$ cat config.mk
export PLATFORM = sky130hd
export DESIGN_NAME = xmodem_crc_frame_receiver
export DESIGN_NICKNAME = d
export VERILOG_FILES = /design/src/hw/rtl/xcr_pkg.sv /design/src/hw/rtl/xcr_crc16.sv /design/src/hw/rtl/xcr_engine.sv /design/src/hw/rtl/xmodem_crc_frame_receiver.sv
export SDC_FILE = /design/constraint.sdc
export NUM_CORES = 1
export LEC_CHECK = 0
export BUFFER_PORTS_ARGS = -buffer_cell sky130_fd_sc_hd__buf_2
export CAP_MARGIN = 15
export CORE_AREA = 2 2 136 138
export CTS_BUF_LIST = sky130_fd_sc_hd__clkbuf_4 sky130_fd_sc_hd__clkbuf_8
export DETAILED_ROUTE_END_ITERATION = 12
export DIE_AREA = 0 0 138 140
export GPL_ROUTABILITY_DRIVEN = 0
export PLACE_DENSITY = 0.68
export SETUP_SLACK_MARGIN = 0.5
export SKIP_CTS_REPAIR_TIMING = 1
export SLEW_MARGIN = 20
export SYNTH_ARGS = -nofsm -noshare
export SYNTH_HDL_FRONTEND = slang
export SYNTH_SLANG_ARGS = --single-unit
$ cat constraint.sdc
create_clock -name clk -period 20.1 [get_ports clk]
set_clock_uncertainty 0.15 [all_clocks]
set_input_delay 4.02 -clock clk [delete_from_list [all_inputs] [get_ports clk]]
set_output_delay 4.02 -clock clk [all_outputs]
set_load 0.01 [all_outputs]
$ cat src/hw/rtl/xcr_pkg.sv
// shared widths, codes and types of the xmodem crc frame receiver
`timescale 1ns / 1ps

package xcr_pkg;

	localparam int LONG_PAYLOAD  = 1024;
	localparam int SHORT_PAYLOAD = 128;
	localparam int OFF_W         = 10;
	localparam int CNT_W         = ($clog2(LONG_PAYLOAD + 1) > OFF_W) ?
	                               $clog2(LONG_PAYLOAD + 1) : OFF_W + 1;

	localparam int CFG_IDX_W = 1;
	localparam int CFG_DAT_W = 16;

	localparam logic [CFG_IDX_W-1:0] CFG_TIMEOUT_TICKS = 1'd0;
	localparam logic [CFG_IDX_W-1:0] CFG_RETRY_LIMIT   = 1'd1;

	localparam logic [15:0] TIMEOUT_RESET = 16'd1000;
	localparam logic [7:0]  RETRY_RESET   = 8'd10;

	localparam logic [1:0] KIND_BYTE  = 2'd0;
	localparam logic [1:0] KIND_TICK  = 2'd1;
	localparam logic [1:0] KIND_START = 2'd2;

	localparam logic [1:0] REPLY_C   = 2'd0;
	localparam logic [1:0] REPLY_ACK = 2'd1;
	localparam logic [1:0] REPLY_NAK = 2'd2;

	localparam logic [2:0] VERD_NONE = 3'd0;
	localparam logic [2:0] VERD_OK   = 3'd1;
	localparam logic [2:0] VERD_CRC  = 3'd2;
	localparam logic [2:0] VERD_DUP  = 3'd3;
	localparam logic [2:0] VERD_SEQ  = 3'd4;

	localparam logic [1:0] STAT_IDLE   = 2'd0;
	localparam logic [1:0] STAT_RECV   = 2'd1;
	localparam logic [1:0] STAT_DONE   = 2'd2;
	localparam logic [1:0] STAT_CANCEL = 2'd3;

	localparam logic [7:0] CH_SOH = 8'h01;
	localparam logic [7:0] CH_STX = 8'h02;
	localparam logic [7:0] CH_EOT = 8'h04;
	localparam logic [7:0] CH_CAN = 8'h18;

	localparam logic [15:0] CRC_POLY = 16'h1021;

	typedef struct packed {
		logic             emit;
		logic             reply_valid;
		logic [1:0]       reply_code;
		logic             payload_valid;
		logic [7:0]       payload_byte;
		logic [OFF_W-1:0] payload_offset;
		logic [2:0]       frame_verdict;
		logic [7:0]       expected_block_out;
		logic [1:0]       session_status;
	} xcr_result_t;

endpackage

$ cat src/hw/rtl/xcr_crc16.sv
// crc-16 (poly 0x1021) update over one byte, msb first
`timescale 1ns / 1ps

module xcr_crc16 (
	input  logic [15:0] crc_in,
	input  logic [7:0]  data,
	output logic [15:0] crc_out
);
	import xcr_pkg::*;

	always_comb begin
		logic [15:0] c;
		c = crc_in ^ {data, 8'h00};
		for (int i = 0; i < 8; i++) begin
			if (c[15]) begin
				c = {c[14:0], 1'b0} ^ CRC_POLY;
			end else begin
				c = {c[14:0], 1'b0};
			end
		end
		crc_out = c;
	end

endmodule

$ cat src/hw/rtl/xcr_engine.sv
// session state machine: header hunt, frame checks, retries and timeout
`timescale 1ns / 1ps

module xcr_engine (
	input  logic                clk,
	input  logic                arst_n,
	input  logic                go,
	input  logic [1:0]          kind,
	input  logic [7:0]          rx_byte,
	input  logic [15:0]         timeout_ticks,
	input  logic [7:0]          retry_limit,
	output xcr_pkg::xcr_result_t res
);
	import xcr_pkg::*;

	localparam logic [3:0] PH_IDLE   = 4'd0;
	localparam logic [3:0] PH_DONE   = 4'd1;
	localparam logic [3:0] PH_CANCEL = 4'd2;
	localparam logic [3:0] PH_HUNT   = 4'd3;
	localparam logic [3:0] PH_BLOCK  = 4'd4;
	localparam logic [3:0] PH_COMPL  = 4'd5;
	localparam logic [3:0] PH_DATA   = 4'd6;
	localparam logic [3:0] PH_CRCHI  = 4'd7;
	localparam logic [3:0] PH_CRCLO  = 4'd8;

	typedef struct packed {
		logic [3:0] phase;
		logic       long_frame;
		logic       ack;
	} hunt_t;

	logic [3:0]       phase_q, phase_d;
	logic [7:0]       exp_q, exp_d;
	logic             long_q, long_d;
	logic [CNT_W-1:0] count_q, count_d;
	logic [15:0]      crc_q, crc_d;
	logic [7:0]       held_q, held_d;
	logic [1:0]       class_q, class_d;
	logic [7:0]       retry_q, retry_d;
	logic [15:0]      timer_q, timer_d;
	logic [15:0]      crc_next;
	xcr_result_t      r;

	xcr_crc16 u_crc (
		.crc_in  (crc_q),
		.data    (rx_byte),
		.crc_out (crc_next)
	);

	function automatic hunt_t hunt_fn(input logic [7:0] b, input logic long_cur);
		hunt_t h;
		h.phase      = PH_HUNT;
		h.long_frame = long_cur;
		h.ack        = 1'b0;
		if (b == CH_EOT) begin
			h.phase = PH_DONE;
			h.ack   = 1'b1;
		end else if (b == CH_CAN) begin
			h.phase = PH_CANCEL;
		end else if (b == CH_SOH || b == CH_STX) begin
			h.phase      = PH_BLOCK;
			h.long_frame = (b == CH_STX);
		end
		return h;
	endfunction

	function automatic logic [1:0] status_of(input logic [3:0] ph);
		logic [1:0] s;
		unique case (ph)
			PH_IDLE:   s = STAT_IDLE;
			PH_DONE:   s = STAT_DONE;
			PH_CANCEL: s = STAT_CANCEL;
			default:   s = STAT_RECV;
		endcase
		return s;
	endfunction

	always_comb begin
		hunt_t            h0, h1;
		logic [7:0]       csum;
		logic [CNT_W-1:0] cnt_inc;
		logic [CNT_W-1:0] flen;
		logic [15:0]      t_inc;
		logic             active;
		logic             can_nak;

		phase_d = phase_q;
		exp_d   = exp_q;
		long_d  = long_q;
		count_d = count_q;
		crc_d   = crc_q;
		held_d  = held_q;
		class_d = class_q;
		retry_d = retry_q;
		timer_d = timer_q;
		r       = '0;

		active  = (phase_q >= PH_HUNT);
		can_nak = (retry_q < retry_limit);
		h0      = hunt_fn(rx_byte, long_q);
		h1      = hunt_fn(held_q, long_q);
		csum    = held_q + rx_byte;
		cnt_inc = count_q + 1'b1;
		flen    = long_q ? CNT_W'(LONG_PAYLOAD) : CNT_W'(SHORT_PAYLOAD);
		t_inc   = (timer_q == 16'hFFFF) ? timer_q : timer_q + 16'd1;

		case (kind)
			KIND_START: begin
				phase_d       = PH_HUNT;
				exp_d         = 8'd1;
				retry_d       = '0;
				timer_d       = '0;
				count_d       = '0;
				crc_d         = '0;
				r.reply_valid = 1'b1;
				r.reply_code  = REPLY_C;
			end
			KIND_BYTE: begin
				if (active) begin
					timer_d = '0;
					unique case (phase_q)
						PH_HUNT: begin
							phase_d       = h0.phase;
							long_d        = h0.long_frame;
							r.reply_valid = h0.ack;
							r.reply_code  = h0.ack ? REPLY_ACK : REPLY_C;
						end
						PH_BLOCK: begin
							held_d  = rx_byte;
							phase_d = PH_COMPL;
						end
						PH_COMPL: begin
							if (csum != 8'hFF) begin
								// bad complement: retry both held bytes as headers
								if (h1.phase == PH_BLOCK) begin
									long_d  = h1.long_frame;
									held_d  = rx_byte;
									phase_d = PH_COMPL;
								end else if (h1.phase == PH_HUNT) begin
									phase_d       = h0.phase;
									long_d        = h0.long_frame;
									r.reply_valid = h0.ack;
									r.reply_code  = h0.ack ? REPLY_ACK : REPLY_C;
								end else begin
									phase_d       = h1.phase;
									r.reply_valid = h1.ack;
									r.reply_code  = h1.ack ? REPLY_ACK : REPLY_C;
								end
							end else begin
								if (held_q == exp_q) begin
									class_d = 2'd0;
								end else if (held_q == exp_q - 8'd1) begin
									class_d = 2'd1;
								end else begin
									class_d = 2'd2;
								end
								count_d = '0;
								crc_d   = '0;
								phase_d = PH_DATA;
							end
						end
						PH_DATA: begin
							if (class_q == 2'd0) begin
								r.payload_valid  = 1'b1;
								r.payload_byte   = rx_byte;
								r.payload_offset = count_q[OFF_W-1:0];
								crc_d            = crc_next;
							end
							count_d = cnt_inc;
							if (cnt_inc >= flen) begin
								phase_d = PH_CRCHI;
							end
						end
						PH_CRCHI: begin
							held_d  = rx_byte;
							phase_d = PH_CRCLO;
						end
						PH_CRCLO: begin
							phase_d = PH_HUNT;
							if (class_q == 2'd1) begin
								r.reply_valid   = 1'b1;
								r.reply_code    = REPLY_ACK;
								r.frame_verdict = VERD_DUP;
							end else if (class_q == 2'd2 || {held_q, rx_byte} != crc_q) begin
								r.frame_verdict = (class_q == 2'd2) ? VERD_SEQ : VERD_CRC;
								if (can_nak) begin
									r.reply_valid = 1'b1;
									r.reply_code  = REPLY_NAK;
									retry_d       = retry_q + 8'd1;
								end
							end else begin
								r.reply_valid   = 1'b1;
								r.reply_code    = REPLY_ACK;
								r.frame_verdict = VERD_OK;
								exp_d           = exp_q + 8'd1;
								retry_d         = '0;
							end
						end
						default: begin
						end
					endcase
				end
			end
			KIND_TICK: begin
				if (active) begin
					timer_d = t_inc;
					if (t_inc >= timeout_ticks && can_nak) begin
						r.reply_valid = 1'b1;
						r.reply_code  = REPLY_NAK;
						retry_d       = retry_q + 8'd1;
						timer_d       = '0;
						phase_d       = PH_HUNT;
					end
				end
			end
			default: begin
			end
		endcase

		r.expected_block_out = exp_d;
		r.session_status     = status_of(phase_d);
		r.emit = r.reply_valid | r.payload_valid | (r.frame_verdict != VERD_NONE) |
		         (status_of(phase_d) != status_of(phase_q)) |
		         (kind == KIND_BYTE && phase_q == PH_CRCLO);
	end

	assign res = r;

	always_ff @(posedge clk or negedge arst_n) begin
		if (!arst_n) begin
			phase_q <= PH_IDLE;
			exp_q   <= 8'd1;
			long_q  <= 1'b0;
			count_q <= '0;
			crc_q   <= '0;
			held_q  <= '0;
			class_q <= '0;
			retry_q <= '0;
			timer_q <= '0;
		end else if (go) begin
			phase_q <= phase_d;
			exp_q   <= exp_d;
			long_q  <= long_d;
			count_q <= count_d;
			crc_q   <= crc_d;
			held_q  <= held_d;
			class_q <= class_d;
			retry_q <= retry_d;
			timer_q <= timer_d;
		end
	end

endmodule

$ cat src/hw/rtl/xmodem_crc_frame_receiver.sv
// top level of the xmodem crc frame receiver
`timescale 1ns / 1ps

// Receives an XMODEM-CRC session one request at a time on the slave stream:
// a received byte, a timer tick or a start command (s_tuser). A start sends
// 'C'; SOH opens a 128-byte frame and STX a 1024-byte frame, EOT is ACKed
// and ends the session, CAN cancels it. Payload bytes of an in-sequence
// frame appear on the master stream as they arrive and are tentative until
// the frame verdict, which comes with the last CRC byte together with the
// ACK or NAK to send back. Duplicates are ACKed, sequence and CRC errors are
// NAKed while retries last, and a tick timeout NAKs likewise. A request that
// leads to nothing gives no result. One request is taken every cycle while
// the master side does not stall; a result appears on the master stream
// after its request has passed the input register and then the output
// register, into which the state update and result decision are written.
// The output register holds a result while the master side stalls and
// then also holds off new requests. timeout_ticks and retry_limit are
// written on the cfg port, which is always ready and should only be used
// while no request is in flight.

module xmodem_crc_frame_receiver (
	input  logic                          clk,
	input  logic                          arst_n,
	// request stream
	input  logic                          s_tvalid,
	output logic                          s_tready,
	input  logic [7:0]                    s_tdata,   // [7:0] rx_byte
	input  logic [1:0]                    s_tuser,   // [1:0] kind
	// result stream
	output logic                          m_tvalid,
	input  logic                          m_tready,
	// [1:0] reply_code, [9:2] payload_byte, [19:10] payload_offset,
	// [22:20] frame_verdict, [30:23] expected_block_out,
	// [32:31] session_status, [39:33] zero
	output logic [39:0]                   m_tdata,
	output logic [1:0]                    m_tuser,   // [0] reply_valid, [1] payload_valid
	// register writes
	input  logic                          cfg_valid,
	output logic                          cfg_ready,
	input  logic [xcr_pkg::CFG_IDX_W-1:0] cfg_index,
	input  logic [xcr_pkg::CFG_DAT_W-1:0] cfg_data
);
	import xcr_pkg::*;

	// configuration registers
	logic [15:0] timeout_q;
	logic [7:0]  retry_limit_q;

	// input register
	logic        valid_s1;
	logic [1:0]  kind_s1;
	logic [7:0]  byte_s1;

	// output register
	logic        out_valid_q;
	xcr_result_t out_q;
	xcr_result_t res;
	logic        advance;

	assign cfg_ready = 1'b1;

	always_ff @(posedge clk or negedge arst_n) begin
		if (!arst_n) begin
			timeout_q     <= TIMEOUT_RESET;
			retry_limit_q <= RETRY_RESET;
		end else if (cfg_valid) begin
			unique case (cfg_index)
				CFG_TIMEOUT_TICKS: timeout_q     <= cfg_data[15:0];
				CFG_RETRY_LIMIT:   retry_limit_q <= cfg_data[7:0];
				default: begin
				end
			endcase
		end
	end

	// the held request moves on when the output register is free or draining
	assign advance  = valid_s1 && (!out_valid_q || m_tready);
	assign s_tready = !valid_s1 || advance;

	always_ff @(posedge clk or negedge arst_n) begin
		if (!arst_n) begin
			valid_s1 <= 1'b0;
		end else if (s_tready) begin
			valid_s1 <= s_tvalid;
		end
	end

	always_ff @(posedge clk) begin
		if (s_tready && s_tvalid) begin
			kind_s1 <= s_tuser;
			byte_s1 <= s_tdata;
		end
	end

	xcr_engine u_engine (
		.clk           (clk),
		.arst_n        (arst_n),
		.go            (advance),
		.kind          (kind_s1),
		.rx_byte       (byte_s1),
		.timeout_ticks (timeout_q),
		.retry_limit   (retry_limit_q),
		.res           (res)
	);

	// a request with nothing to report leaves the output register empty
	always_ff @(posedge clk or negedge arst_n) begin
		if (!arst_n) begin
			out_valid_q <= 1'b0;
		end else if (advance) begin
			out_valid_q <= res.emit;
		end else if (m_tready) begin
			out_valid_q <= 1'b0;
		end
	end

	always_ff @(posedge clk) begin
		if (advance && res.emit) begin
			out_q <= res;
		end
	end

	assign m_tvalid = out_valid_q;
	assign m_tuser  = {out_q.payload_valid, out_q.reply_valid};
	assign m_tdata  = {7'd0, out_q.session_status, out_q.expected_block_out,
	                   out_q.frame_verdict, out_q.payload_offset,
	                   out_q.payload_byte, out_q.reply_code};

endmodule

==> summary.md, run 1 <==
| Metric | Value |
|---|---|
| Status | `completed` |
| Routed Antenna Nets | `0` |
| Seq pwr share | `43.1%` |
| Syn-to-layout area delta | `10.6%` |
| R2r startpoint | `u_engine.timer_q[0]$_DFFE_PN0P_` |
| Worst Setup Path Type | `input pin to output pin` |
| EDFF count, synth | `45` |
| Total CTS buffers | `17` |
| Top_reg_cell synth | `dfrtp_1` |
| I/O pins | `77` |
| Antenna violations before repair | `0` |
| Number of vias per cell | `roughly 5.7` |
| CP Buf/Inv Count | `2` |
| Share of the synthesized area in the top cell type | `25.8%` |
| Power, Total | `943 uW` |
| # fillers | `1,622` |
| Root buffer cell | `clkbuf_8` |
| Crit path required time | `15.93 ns` |
| Initial Util | `49.6%` |
| Adder-Cell Fraction of Synth Area | `5.59%` |
| Congestion Overflow GR | `0` |
| Commonest non-fill, non-tap cells in the layout | `107 x nand2_1, 91 x dfrtp_1, 82 x o21ai_0, 67 x buf_2, 60 x nor2_1` |
| Worst hold slack | `0.335 ns` |
| Placed instance count | `1,200` |
| Largest cells by area after synthesis | `dfrtp_1 26%, edfxtp_1 15%, xnor2_1 5.3%, ha_1 5.2%, o21ai_0 4.7%` |
| Total Neg Setup Slack | `0 ns` |
| # nets final | `1,061` |
| Slew margin rel. | `35.6%` |
| Clock Tree Buf Depth | `2` |
| Startpoint Class | `input pin` |
| CP Depth | `3` |
| Mapped Area | `8820 um2` |
| Distinct cell type count after synthesis | `74` |
| Maxcap violations | `0` |
| Static Leak | `0.00418 uW` |
| Max-slew violations | `0` |
| Least-Margin Pin Slew | `between 0.9 and 1 ns` |
| Diodes inserted | `0` |
| Detailed-route via count | `7,084` |
| CTS tree | `done` |
| Max VDD drop | `0.0527 mV` |
| Drt first pass iters | `5` |
| Worst-path clk slew | `~0.090 ns` |
| Crit path capture | `s_tready` |
| Max Fclk | `0.116 GHz` |
| Non-Filler Instances | `1,233` |
| Tcrit/Tclk final | `42.9%` |
| Xor and xnor area share after synthesis | `7.65%` |
| Worst path arrival time | `4.45 ns` |
| Unrepaired setup endpoints after global routing | `false` |
| PwrDens | `slightly below 100 nW/um2` |
| Synth Area in Compound Gates | `~16%` |
| Synth Instances | `roughly 940` |
| Reg2reg path depth | `18` |
| Ys async rst share | `69.0%` |
| First-pass GRT wire length | `about 34,000 um` |
| Die area | `roughly 19,000 um2` |
| H-tree levels | `4` |
| Post-synthesis mux area share | `~2.7%` |
| Post-synthesis simple-gate area fraction | `19.3%` |
| Cell mode on critical path | `buf_2` |
| Syn_area_per_cell | `9.34 um2` |
| Die W | `138 um` |
| Register-to-register setup slack | `14.71 ns` |
| Routed WL | `20,300 um` |
| CORE AREA | `17,800 um2` |
| Global Route Usage Sum | `21.5%` |
| Detail Placement HPWL | `~14,000 um` |
| Skew-Pair Late Insertion Delay | `0.47 ns` |
| Flops & latches, synth | `145` |
| Commonest non-fill, non-tap cell in the layout | `nand2_1` |
| Final Hold Viols | `0` |
| Share of layout cells above drive strength 1 | `14.7%` |
| DRC Markers | `0` |
| Comb power frac | `29.9%` |
| Worst-path fanout max | `3` |
| Cell accounting for the most synthesized area | `dfrtp_1` |
| Seq/Total Area, Yosys | `43.8%` |
| Worst hold path type | `register to register` |
| CP startpoint | `m_tready` |
| Reg-to-Reg End | `m_tdata[15]$_SDFFCE_PN0P_` |
| Clk network pwr share | `27.1%` |
| CP endpoint kind | `output pin` |
| Port Buf Inserts | `a little under 70` |
| Largest family of logic cells by synthesized area | `simple AND/OR/NAND/NOR gates` |
| CP max-delay cell | `nand3b_1` |
| Die height | `140 um` |
| Largest net degree at the start of global routing | `65` |
| Dpl cell area | `9290 um2` |
| Synth warn | `0` |
| Family with the most delay on the worst path | `buffers and inverters` |
| Hold Path Stages | `2` |
| Cell-internal power | `614 uW` |
| Rows | `49` |
| Post-route minimum period | `8.62 ns` |
| Final setup vio count | `0` |
| Switching Share | `roughly a third` |
| Routed len/inst | `16.5 um` |
| Number of global-route vias before repair | `6,647` |
| Count of clock tree sinks | `145` |
| Crit path cell chain | `buf_2 > nand3b_1 > buf_2` |
| Max stage delay on crit path | `0.17 ns` |
| Cell area after layout | `9750 um2` |
| Sw Pwr | `roughly 330 uW` |
| DRT iter0 DRCs | `445` |
## cell families after synthesis
group / count (synthesis)
AO/OA/AOI/OAI: 228
XOR/XNOR: 77
adder cells (fa/ha/maj): 39
buffers and inverters: 93
flip-flops: 145
multiplexers: 21
other: 2
AND/OR/NAND/NOR: 339
## worst min-delay path by stage
stage,from,to
global placement,u_engine.long_q$_DFFE_PN0P_,u_engine.long_q$_DFFE_PN0P_
floorplan,u_engine.long_q$_DFFE_PN0P_,u_engine.long_q$_DFFE_PN0P_
global route,retry_limit_q[0]$_DFFE_PN0P_,retry_limit_q[0]$_DFFE_PN0P_
finish,u_engine.long_q$_DFFE_PN0P_,u_engine.long_q$_DFFE_PN0P_
detailed placement,u_engine.long_q$_DFFE_PN0P_,u_engine.long_q$_DFFE_PN0P_
CTS,u_engine.long_q$_DFFE_PN0P_,u_engine.long_q$_DFFE_PN0P_
## layout make-up
cell class | count | area [um2] | area share [%]
multi-input combinational | 712 | 4600 | 47.2
sequential | 145 | 3860 | 39.6
timing repair buffer | 75 | 415 | 4.26
tap | 229 | 287 | 2.94
clock buffer | 21 | 264 | 2.71
clock inverter | 11 | 168 | 1.72
inverter | 40 | 150 | 1.54
## tightest hold or removal path: stages, from the launching register on
cell and delay (ns):
dfrtp_1 0.35, nand2_1 0.04, o21ai_0 0.05
## Yosys cell counts, types with 4 or more instances
library cell	n
a211o_1	4
a211oi_1	9
a21o_1	6
a21oi_1	35
a22o_1	4
a31oi_1	7
and2_1	9
and3_1	32
and4_1	4
buf_2	5
buf_4	8
clkbuf_1	36
dfrtp_1	91
dfstp_2	9
edfxtp_1	45
ha_1	37
inv_1	39
mux2_2	20
nand2_1	107
nand2b_1	16
nand3_1	30
nand3b_1	5
nand4_1	9
nor2_1	61
nor2b_1	12
nor3_1	19
nor4_1	11
nor4b_1	4
o211ai_1	6
o21a_1	7
o21ai_0	83
o21ai_1	8
o311ai_0	4
o31ai_1	18
o41ai_1	6
or3_1	5
xnor2_1	53
xor2_1	24
## per-layer routing
| layer | vias to the layer above | track usage [%] | part of all wire, % |
|---|---|---|---|
| li1 | 3475 | - | - |
| met1 | 3398 | 30.1 | 48 |
| met2 | 184 | 34.5 | 46 |
| met3 | 27 | 3.79 | 4.5 |
| met4 | 0 | 6.23 | 1.5 |
| met5 | - | 0 | 0 |
## flip-flops by register name (all words and copies together) (netlist names)
name / flops
u_engine.exp_q: 8
kind_s1: 2
u_engine.phase_q: 4
u_engine.timer_q: 16
byte_s1: 8
u_engine.crc_q: 16
u_engine.class_q: 2
u_engine.count_q: 11
u_engine.held_q: 8
u_engine.long_q: 1
m_tvalid: 1
u_engine.retry_q: 8
timeout_q: 16
retry_limit_q: 8
m_tuser: 2
m_tdata: 33
valid_s1: 1
## power groups by stage
| stage | clock (uW) | combinational (uW) | sequential (uW) |
|---|---|---|---|
| global route | 273 | 315 | 412 |
| finish | 255 | 282 | 406 |
| CTS | 259 | 275 | 405 |
| detailed placement | 0 | 274 | 411 |
| global placement | 0 | 270 | 410 |
| floorplan | 0 | 205 | 398 |
## metrics by stage
step	utilization, %	worst slack, ns
floorplan	-	11.70
global route	54.9	11.44
finish	54.9	11.48
detailed placement	52.2	11.48
CTS	54.7	11.48
global placement	52.2	11.49
Note: power is estimated with default switching activity, not from simulation.
==> run 2, diff against run 1 <==
Settings changed: PLACE_DENSITY 0.68 to 0.71.
Clock period 20.1 ns to 7.7 ns, I/O delays scaled along.
==> run 2 against run 1 <==
  * Worst setup slack lost 9.1 ns
  * Non-clock buffer count unchanged
  * Register-to-register slack worse by 12 ns
  * Clock power grew 120%
  * Utilization decreased by 0.45 points
  * Via count increased by 0.71%
  * Wire length up 0.62%
  * Combinational power grew to 2.6 times the previous value
  * Power increased by 150%
  * Design area decreased by 0.82%
  * First-iteration DRC count rose by 29%
  * Global-route usage rose by 0.27 points
==> summary.md, run 2 (synthesis gave the netlist of run 1 again) <==
| Metric | Value |
|---|---|
| Detail Placement HPWL | `14,500 um` |
| Unrepaired setup endpoints after global routing | `false` |
| Drt first pass iters | `5` |
| Diodes inserted | `0` |
| PwrDens | `243 nW/um2` |
| # fillers | `around 1,600` |
| Syn-to-layout area delta | `9.69%` |
| Routed len/inst | `16.6 um` |
| Rows | `49` |
| DRT iter0 DRCs | `573` |
| Worst Setup Path Type | `register to register` |
| Worst-path fanout max | `18` |
| Multi-input gate area | `4610 um2` |
| H-tree levels | `4` |
| Largest net degree at the start of global routing | `58` |
| Crit path required time | `7.74 ns` |
| Static Leak | `0.00413 uW` |
| Worst path arrival time | `5.35 ns` |
| Total CTS buffers | `17` |
| # nets final | `between 1,000 and 1,500` |
| CORE AREA | `17,800 um2` |
| Die height | `140 um` |
| Congestion Overflow GR | `0` |
| DRC Markers | `0` |
| Root buffer cell | `clkbuf_8` |
| Detailed-route via count | `7,134` |
| Die W | `138 um` |
| Final setup vio count | `0` |
| Number of global-route vias before repair | `6,690` |
| Global Route Usage Sum | `about 22%` |
| Max VDD drop | `0.135 mV` |
| Port Buf Inserts | `68` |
| Final Hold Viols | `0` |
| CTS tree | `done` |
| Tcrit/Tclk final | `68.9%` |
| Largest register FFs | `33` |
| Die area | `about 19,000 um2` |
| Routed WL | `a little over 20,000 um` |
| Clock Tree Buf Depth | `2` |
| Cell area after layout | `a little under 10,000 um2` |
| I/O pins | `77` |
| FF/Latch Area | `roughly 3900 um2` |
| First-pass GRT wire length | `~34,000 um` |
| CP endpoint kind | `register` |
| Worst-path clk slew | `0.08 ns` |
| Routed Antenna Nets | `0` |
| Status | `completed` |
| Commonest non-fill, non-tap cells in the layout | `107 x nand2_1, 91 x dfrtp_1, 82 x o21ai_0, 67 x buf_2, 60 x nor2_1` |
| Startpoint Class | `register` |
| Number of vias per cell | `5.79` |
| Max-slew violations | `0` |
| Dpl cell area | `roughly 9300 um2` |
| Maxcap violations | `0` |
| Count of clock tree sinks | `about 150` |
| Initial Util | `a little under 50%` |
| Slew margin rel. | `a little over a quarter` |
| Antenna violations before repair | `0` |
| Worst hold path type | `register to register` |
| Max Fclk | `0.188 GHz` |
| Share of layout cells above drive strength 1 | `14.5%` |
| Power, Total | `2350 uW` |
| Skew-Pair Late Insertion Delay | `0.48 ns` |
| Least-Margin Pin Slew | `about 1.1 ns` |
| Commonest non-fill, non-tap cell in the layout | `nand2_1` |
| Post-route minimum period | `5.31 ns` |
| Total Neg Setup Slack | `0 ns` |
run 2: changes by cell type in the layout (fill, tap and decap cells not counted), sizes merged:
cell,change
clkbuf,-2
clkinvlp,+3
clkinv,+2
bufinv,-3
run 2: cell type report:
cell class | count | area share [%]
flip-flops and latches | 145 | 40.0
multi-input cells | 712 | 47.6
repair buffers | 75 | 4.29
inverters | 40 | 1.55
well taps | 229 | 2.96
clock buffers | 19 | 2.57
clock inverters | 13 | 1.02
run 2: where the power goes:
| group | internal [uW] | switching [uW] | total [uW] |
|---|---|---|---|
| Clock | 255 | 299 | 554 |
| Combinational | 302 | 433 | 735 |
| Sequential | 933 | 130 | 1060 |
run 2: path summary, 6_finish.rpt:
path	slack (ns)	start	cells after the start	endpoint
max reg2reg	2.39	u_engine.timer_q[0]$_DFFE_PN0P_	18	m_tdata[14]$_SDFFCE_PN0P_
max in group asynchronous	5.29	arst_n	2	u_engine.crc_q[7]$_DFFE_PN0P_
min	0.34	u_engine.long_q$_DFFE_PN0P_	2	u_engine.long_q$_DFFE_PN0P_
min in group asynchronous	0.91	arst_n	1	timeout_q[15]$_DFFE_PN0P_
min reg2reg	0.34	u_engine.long_q$_DFFE_PN0P_	2	u_engine.long_q$_DFFE_PN0P_
max	2.39	u_engine.timer_q[0]$_DFFE_PN0P_	18	m_tdata[14]$_SDFFCE_PN0P_
run 2: metrics by stage:
| stage | cells | hold WS, ns | utilization [%] | setup WS, ns |
|---|---|---|---|---|
| 2_1_floorplan | 950 | 0.300 | - | 0.643 |
| 3_3_place_gp | 1200 | 0.316 | 52.2 | 2.52 |
| 3_5_place_dp | 1200 | 0.321 | 52.3 | 2.25 |
| 4_1_cts | 1232 | 0.338 | 54.2 | 2.23 |
| 5_1_grt | 1233 | 0.374 | 54.4 | 2.00 |
| 6_report | 1233 | 0.337 | 54.4 | 2.39 |
run 2: critical path: stages, from the launching register on:
cell,delay [ns]
dfrtp_1,0.44
ha_1,0.29
nand3_1,0.22
nor4_1,0.10
buf_4,0.17
nor2_1,0.25
and3_1,0.29
nand3_1,0.17
xnor2_1,0.17
ha_1,0.29
a41oi_1,0.17
a311oi_1,0.30
o21ai_0,0.19
a21o_1,0.30
o31ai_1,0.26
o21ai_0,0.18
xor2_1,0.25
o21ai_4,0.59
buf_16,0.23
run 2: metal layers:
| layer | vias up | part of all wire (%) | track usage, % |
|---|---|---|---|
| met5 | - | 0 | 0 |
| met4 | 0 | 1.6 | 6.39 |
| met3 | 30 | 5.6 | 4.51 |
| met2 | 239 | 46 | 33.8 |
| met1 | 3389 | 47 | 31.0 |
| li1 | 3476 | - | - |
